==> config.mk <==
export PLATFORM = sky130hd
export DESIGN_NAME = aminv_queue
export DESIGN_NICKNAME = d
export VERILOG_FILES = /design/src/rtl/aminv_pkg.sv /design/src/rtl/aminv_queue.sv
export SDC_FILE = /design/constraint.sdc
export NUM_CORES = 1
export LEC_CHECK = 0
export ABC_AREA = 1
export BUFFER_PORTS_ARGS = -buffer_cell sky130_fd_sc_hd__buf_2
export CAP_MARGIN = 5
export CORE_ASPECT_RATIO = 1.1
export CORE_UTILIZATION = 51
export CTS_BUF_LIST = sky130_fd_sc_hd__clkbuf_8
export DETAILED_ROUTE_END_ITERATION = 8
export PLACE_DENSITY = 0.74
export SLEW_MARGIN = 20
export SYNTH_ARGS = -nofsm -noshare
export SYNTH_HDL_FRONTEND = slang
export SYNTH_SLANG_ARGS = --single-unit
==> constraint.sdc <==
create_clock -name clock -period 3.3 [get_ports clock]
set_input_delay 0.66 -clock clock [delete_from_list [all_inputs] [get_ports clock]]
set_output_delay 0.66 -clock clock [all_outputs]
set_load 0.1 [all_outputs]
==> src/rtl/aminv_pkg.sv <==
package aminv_pkg;

   localparam int FRAC_BITS   = 16;
   localparam int VALUE_W     = 32;
   localparam int INDEX_W     = 4;
   localparam int ELEM_COUNT  = 12;
   localparam int ADJ_COUNT   = 9;
   localparam int LAST_INDEX  = 11;
   localparam int ADJ_W       = 64;
   localparam int PROD_W      = 66;
   localparam int ACC_W       = 98;
   localparam int MAG_W       = ACC_W - 1;
   localparam int NUM_W       = ADJ_W + 2 * FRAC_BITS;
   localparam int DIV_CNT_W   = $clog2(NUM_W);
   localparam int EPS_W       = 16;
   localparam int QUEUE_DEPTH = 4;
   localparam int QPTR_W      = $clog2(QUEUE_DEPTH);
   localparam int CSR_ADDR_W  = 2;

   localparam logic [CSR_ADDR_W-1:0] REG_SINGULAR_EPSILON = 2'd0;
   localparam logic [EPS_W-1:0]      EPS_RESET            = 16'd1;

   localparam logic [1:0] PH_ADDR = 2'd0;
   localparam logic [1:0] PH_MUL  = 2'd1;
   localparam logic [1:0] PH_ACC  = 2'd2;

   typedef logic signed [VALUE_W-1:0] value_type;
   typedef logic [INDEX_W-1:0]        index_type;

   typedef struct packed {
      value_type value;
      index_type index;
      logic      start;
   } elem_type;

   typedef struct packed {
      index_type a;
      index_type b;
   } pair_type;

   typedef enum logic [2:0] {
      BK_IDLE,
      BK_ADJ,
      BK_DET,
      BK_CHECK,
      BK_DIV,
      BK_TRN,
      BK_EMIT
   } back_state_type;

   // Element pairs of the two cofactor products; the second one is subtracted.
   function automatic pair_type adj_pair(input index_type k, input logic t);
      pair_type p;
      p = '{a: 4'd0, b: 4'd0};
      unique case ({k, t})
         {4'd0, 1'b0}: p = '{a: 4'd4, b: 4'd8};
         {4'd0, 1'b1}: p = '{a: 4'd5, b: 4'd7};
         {4'd1, 1'b0}: p = '{a: 4'd2, b: 4'd7};
         {4'd1, 1'b1}: p = '{a: 4'd1, b: 4'd8};
         {4'd2, 1'b0}: p = '{a: 4'd1, b: 4'd5};
         {4'd2, 1'b1}: p = '{a: 4'd2, b: 4'd4};
         {4'd3, 1'b0}: p = '{a: 4'd5, b: 4'd6};
         {4'd3, 1'b1}: p = '{a: 4'd3, b: 4'd8};
         {4'd4, 1'b0}: p = '{a: 4'd0, b: 4'd8};
         {4'd4, 1'b1}: p = '{a: 4'd2, b: 4'd6};
         {4'd5, 1'b0}: p = '{a: 4'd2, b: 4'd3};
         {4'd5, 1'b1}: p = '{a: 4'd0, b: 4'd5};
         {4'd6, 1'b0}: p = '{a: 4'd3, b: 4'd7};
         {4'd6, 1'b1}: p = '{a: 4'd4, b: 4'd6};
         {4'd7, 1'b0}: p = '{a: 4'd1, b: 4'd6};
         {4'd7, 1'b1}: p = '{a: 4'd0, b: 4'd7};
         {4'd8, 1'b0}: p = '{a: 4'd0, b: 4'd4};
         {4'd8, 1'b1}: p = '{a: 4'd1, b: 4'd3};
         default:      p = '{a: 4'd0, b: 4'd0};
      endcase
      return p;
   endfunction

endpackage

==> src/rtl/aminv_queue.sv <==
module aminv_queue (
   input  logic                clock,
   input  logic                reset,
   input  logic                push_valid,
   output logic                push_ready,
   input  aminv_pkg::elem_type push_data,
   output logic                pop_valid,
   input  logic                pop_ready,
   output aminv_pkg::elem_type pop_data
);
   import aminv_pkg::*;

   elem_type                entry_ff [QUEUE_DEPTH];
   logic [QPTR_W-1:0]       wr_ptr_ff, wr_ptr_in;
   logic [QPTR_W-1:0]       rd_ptr_ff, rd_ptr_in;
   logic [QPTR_W:0]         count_ff, count_in;
   logic                    do_push, do_pop;

   assign push_ready = count_ff != (QPTR_W+1)'(QUEUE_DEPTH);
   assign pop_valid  = count_ff != '0;
   assign pop_data   = entry_ff[rd_ptr_ff];
   assign do_push    = push_valid && push_ready;
   assign do_pop     = pop_valid && pop_ready;

   always_comb begin
      wr_ptr_in = do_push ? wr_ptr_ff + 1'b1 : wr_ptr_ff;
      rd_ptr_in = do_pop ? rd_ptr_ff + 1'b1 : rd_ptr_ff;
      count_in  = count_ff;
      if (do_push && !do_pop) begin
         count_in = count_ff + 1'b1;
      end else if (do_pop && !do_push) begin
         count_in = count_ff - 1'b1;
      end
   end

   always_ff @(posedge clock) begin
      if (reset) begin
         wr_ptr_ff <= '0;
         rd_ptr_ff <= '0;
         count_ff  <= '0;
      end else begin
         wr_ptr_ff <= wr_ptr_in;
         rd_ptr_ff <= rd_ptr_in;
         count_ff  <= count_in;
      end
   end

   always_ff @(posedge clock) begin
      if (do_push) begin
         entry_ff[wr_ptr_ff] <= push_data;
      end
   end

endmodule

# ---- Yosys cells after proc, flatten, opt, wreduce, memory -nomap -nowiden
# Memory sizes are Yosys's and may differ from the RTL's. A register that Yosys moved wholly into a read port is not among the register bits.
# Cells that the tools add are included.
dict set report totals {
  register_bits 7
  latchBits 0
  mem_bits_rw 148
  rom_bits 0
  input_bits 41
  out_inout_bits 39
  word_cells 23
  mem_count 1
}
dict set report op_classes {
  add_sub_neg 4
  mul 0
  n_div 0
  magnitude_cmp 0
  n_eq_ne 1
  shift 0
  n_mux 6
  n_bitwise 0
  reduce_logical 8
}
# name words word_bits read_ports rd_clocked_by_memory_dff wr line_no
set memory_table {}
lappend memory_table {entry_ff 4 37 1 1 1 aminv_queue.sv:13} ;# elem_type entry_ff [QUEUE_DEPTH];
# cell n
set ops {}
lappend ops {{2-to-1 mux 3 bit} 2}
lappend ops {{adder 2 x 1 -> 2 bit (second input constant)} 2}
lappend ops {{logical AND 1 bit} 4}
lappend ops {{2-to-1 mux 2 bit} 2}
lappend ops {{adder 3 x 1 -> 3 bit (second input constant)} 1}
lappend ops {{!= test 3 bit (second input constant)} 1}
lappend ops {{nonzero test 3 bit} 1}
lappend ops {{subtractor 3 x 1 -> 3 bit (second input constant)} 1}
lappend ops {{logical NOT 1 bit} 2}
lappend ops {{2-to-1 mux 1 bit} 2}
lappend ops {{nonzero test 2 bit} 1}

# ---- Depth between registers and ports, before layout
dict set report logic_depth {
  ltp_word 6
  ltp_mapped 13
  depth_no_buf 13
}

# ---- Worst setup path before layout
# OpenSTA, ideal clock, no wires.
dict set report synth_path {
  path_kind {flip-flop to flip-flop}
  start {register count_ff[0]}
  end {memory entry_ff[0][0] (netlist name) (enable)}
  setup_time_ns 0.431
  t_arrival_ns 3.015
  required_time_ns 2.869
  path_slack_ns -0.147
  stages_incl_launch_ff 5
  n_path_buf 0
  synth_period_minus_slack_ns 3.447
  path_cell_list {dfxtp_1 -> nor2_1 -> nand2_1 -> nand2_1 -> nor2_1}
}
dict set report synth_via {
  elab_chain_cells 4
}
# item line_no
set synth_rtl {}
lappend synth_rtl {{start, declared} aminv_queue.sv:16} ;# logic [QPTR_W:0] count_ff, count_in;
lappend synth_rtl {{start signal, assigned} aminv_queue.sv:44} ;# count_ff <= count_in;
lappend synth_rtl {{!= test 3 bit} aminv_queue.sv:19} ;# assign push_ready = count_ff != (QPTR_W+1)'(QUEUE_DEPTH);
lappend synth_rtl {{named net push_ready} aminv_queue.sv:5} ;# output logic push_ready,
lappend synth_rtl {{logical AND 1 bit} aminv_queue.sv:22} ;# assign do_push = push_valid && push_ready;
lappend synth_rtl {{2-to-1 mux 1 bit} aminv_queue.sv:49} ;# if (do_push) begin
lappend synth_rtl {{2-to-1 mux 1 bit (implied by the code)} aminv_queue.sv:50} ;# entry_ff[wr_ptr_ff] <= push_data;
lappend synth_rtl {{end, declared} aminv_queue.sv:13}
# The timed path passes the listed nets, and every way through them passes these cells.

==> flow_summary_export.csv <==
group,metric,value,unit
run,cap_violations,0,
floorplanning,design.portCount,80,
routing,avg_wl_per_cell,16.8,µm
clocking,cts_inserted_buffers,17,
global_routing,grt_max_degree,61,
layout,layout.core_utilization,0.603,
synth,yosys_warnings,0,
synth,synth-edff-count,148,
synth,yosysUniqueCellTypes,20,
timing,tightest_slew_margin_relative_to_the_limit,0.592,
layout,layoutNonFillerInstCount,675,
run_status,run_status,"completed",
routing,drt_iter0_markers,211,
clocking,cts_root_buffer,"sky130_fd_sc_hd__clkbuf_8",
worst_setup_path,cp.required,2.64,ns
synth,synth-seq-cells,157,
floorplanning,design.die.area,12100,µm²
routing,drt_wl_total,11300,µm
timing,timing_hold_violations_final,0,
clocking,post_cts_resize_count,0,
synth,synth_area_leader_cell,"sky130_fd_sc_hd__edfxtp_1",
floorplanning,placeableCoreArea,11400,µm²
layout,area_growth_syn_to_layout,15.6,%
worst_setup_path,crit_fanout,24,
synth,synth_area,5970,µm²
routing,ant_nets,0,
timing,whs,0.438,ns
synth,synth_ff_type,"sky130_fd_sc_hd__edfxtp_1",
layout,finalNetCount,560,
routing,via_count,3605,
place,dp_worst_setup_slack,0.853,ns
global_routing,initial_antenna_violation_count,1,
timing,final.min_clock_period,2.91,ns
worst_setup_path,crit_path_start_kind,"flop",
routing,detailedRoute.firstPassIterationCount,4,
timing,post-route-period-util,0.881,
floorplanning,die_w,105,µm
synth,synthTopCellsByArea,"sky130_fd_sc_hd__edfxtp_1, sky130_fd_sc_hd__nor2_1, sky130_fd_sc_hd__o21ai_0",
clocking,hold_buffers,0,
layout,fraction_of_layout_instances_using_a_drive_strength_above_1,0.231,
worst_setup_path,critical_path_class,"reg -> out",
place,placed_area,6530,µm²
timing,slew_viol_final,0,
floorplanning,floorplan.initialDensity,0.522,
global_routing,grt_pass1_vias,3420,
timing,clock_skew,0.0113,ns
synth,total_nets_after_synthesis,473,
timing,report.final.setup_viol,0,
worst_setup_path,critical_path.endpoint_type,"output port",
place,io_buffer_count,79,
layout,final_area,6900,µm²
place,gp_congestion,0.717,
worst_hold_path,kind_of_path_behind_the_tightest_hold_check,"in -> reg",
clocking,cts_sinks,157,
routing,route.met2.wl,5770,µm
worst_setup_path,timing.critical_path.arrival,2.25,ns
pwr,power.density_cell_area,979,nW/µm²
clocking,postCtsSetupBuffers,0,
routing,vias_per_cell,5.34,
clocking,cts.clk_slew.worst_paths,0.07,ns
synth,synthDominantCellAreaShare,0.745,
synth,postSynthCellCount,426,
routing,dr_wl_met3,660,µm
global_routing,grt_overflow_total,0,
synth,postSynth.asyncResetShare,0,
global_routing,grt.total_usage,0.192,
floorplanning,die_height,115,µm
place,dp_hpwl,6870,µm
routing,met1Wirelength,4790,µm
place,numPlacedInstances,644,
timing,worst_pin_slew,0.611,ns
floorplanning,rows,41,
timing,final_worst_slack,0.393,ns
routing,drc,0,
timing,grt_setup_unrepaired,"false",
routing,dr.max_layer_used,"met4",
synth,postSynthAreaPerCell,14.0,µm²
clocking,ctsLongestPathBuffers,2,
global_routing,grt_pass1_wl,17100,µm
pwr,vdd_drop_max,546,µV
timing,maxClockFrequency,344,MHz
pwr,p_leak,0.00247,µW
clocking,clock_tree_from_tritoncts,"yes",
clocking,cts.htree.levels,4,
clocking,clk_latency,0.43,ns
synth,ys_seq_area_frac,0.775,
## registers in the layout, summed over array words and instances, names as in the netlist, named ones only
register,cells
rd_ptr_ff,2
wr_ptr_ff,2
count_ff,3
entry_ff,148
## metrics by stage
step           setup TNS, ns  power [µW]
2_1_floorplan         -21.71        5000
3_3_place_gp               0        5430
3_5_place_dp               0        5470
4_1_cts                    0        6800
5_1_grt                    0        7010
6_report                   0        6760
## cells in the final DEF (no fill, tap or decap), drive strengths merged, types with 4 or more instances in the layout
cell,n
buf,91
clkbuf,17
clkinv,6
dfxtp,9
edfxtp,148
ha,5
inv,19
nand2,15
nand3,4
nor2,88
o21ai,75
o22ai,37
## power breakdown
group	internal, µW	switching [µW]
sequential	2420	82.5
clock	719	625
combinational	451	2460
## critical path, stage by stage (launching register included)
cell and delay, ns:
sky130_fd_sc_hd__dfxtp_2 0.42, sky130_fd_sc_hd__inv_2 0.26, sky130_fd_sc_hd__buf_4 0.32, sky130_fd_sc_hd__o21ai_0 0.12, sky130_fd_sc_hd__o22ai_1 0.22, sky130_fd_sc_hd__buf_2 0.47
## logic make-up (layout without fill, tap and decap cells)
family | Yosys count | in the layout | share of synthesized area
AND/OR/NAND/NOR | 108 | 108 | 0.0694
XOR/XNOR | 1 | 1 | 0.00147
other | 0 | 1 | 0
buffers and inverters | 39 | 137 | 0.0363
flip-flops | 157 | 157 | 0.775
adder cells (fa/ha/maj) | 6 | 6 | 0.0138
AO/OA/AOI/OAI | 115 | 115 | 0.104
## per-layer routing
layer  vias to the layer above  GRT usage
met5                         -          0
met4                         0     0.0685
met3                         6     0.0501
met1                      1754      0.231
met2                       107      0.340
li1                       1738          -
## cell usage after synthesis, types with 3 or more instances
| cell type | number |
|---|---|
| sky130_fd_sc_hd__buf_2 | 4 |
| sky130_fd_sc_hd__nand3_1 | 4 |
| sky130_fd_sc_hd__buf_6 | 8 |
| sky130_fd_sc_hd__o21ai_1 | 28 |
| sky130_fd_sc_hd__nand2_1 | 15 |
| sky130_fd_sc_hd__edfxtp_1 | 148 |
| sky130_fd_sc_hd__o21ai_0 | 47 |
| sky130_fd_sc_hd__clkbuf_1 | 9 |
| sky130_fd_sc_hd__nor2_1 | 88 |
| sky130_fd_sc_hd__dfxtp_1 | 9 |
| sky130_fd_sc_hd__ha_1 | 5 |
| sky130_fd_sc_hd__o22ai_1 | 37 |
| sky130_fd_sc_hd__a21oi_1 | 3 |
| sky130_fd_sc_hd__inv_1 | 15 |
## path summary, 6_finish.rpt
| check | from | end | slack (ns) | cells past startpoint |
|---|---|---|---|---|
| setup / recovery | flop | pop_data[33] | 0.39 | 5 |
| hold / removal | push_data[30] | entry_ff[0][30] | 0.44 | 1 |
| setup reg to reg | count_ff[0] | count_ff[1] | 1.09 | 9 |
| hold reg to reg | rd_ptr_ff[1] | rd_ptr_ff[1] | 0.53 | 2 |
## cell type report
cell class	count	area, µm²
Clock inverter	13	135
Multi-Input combinational cell	230	1160
Tap cell	150	188
Timing Repair Buffer	91	498
Inverter	16	60.1
Antenna cell	1	2.50
Clock buffer	17	234
Fill cell	890	4540
Sequential cell	157	4630
(Power assumes the default switching activity.)
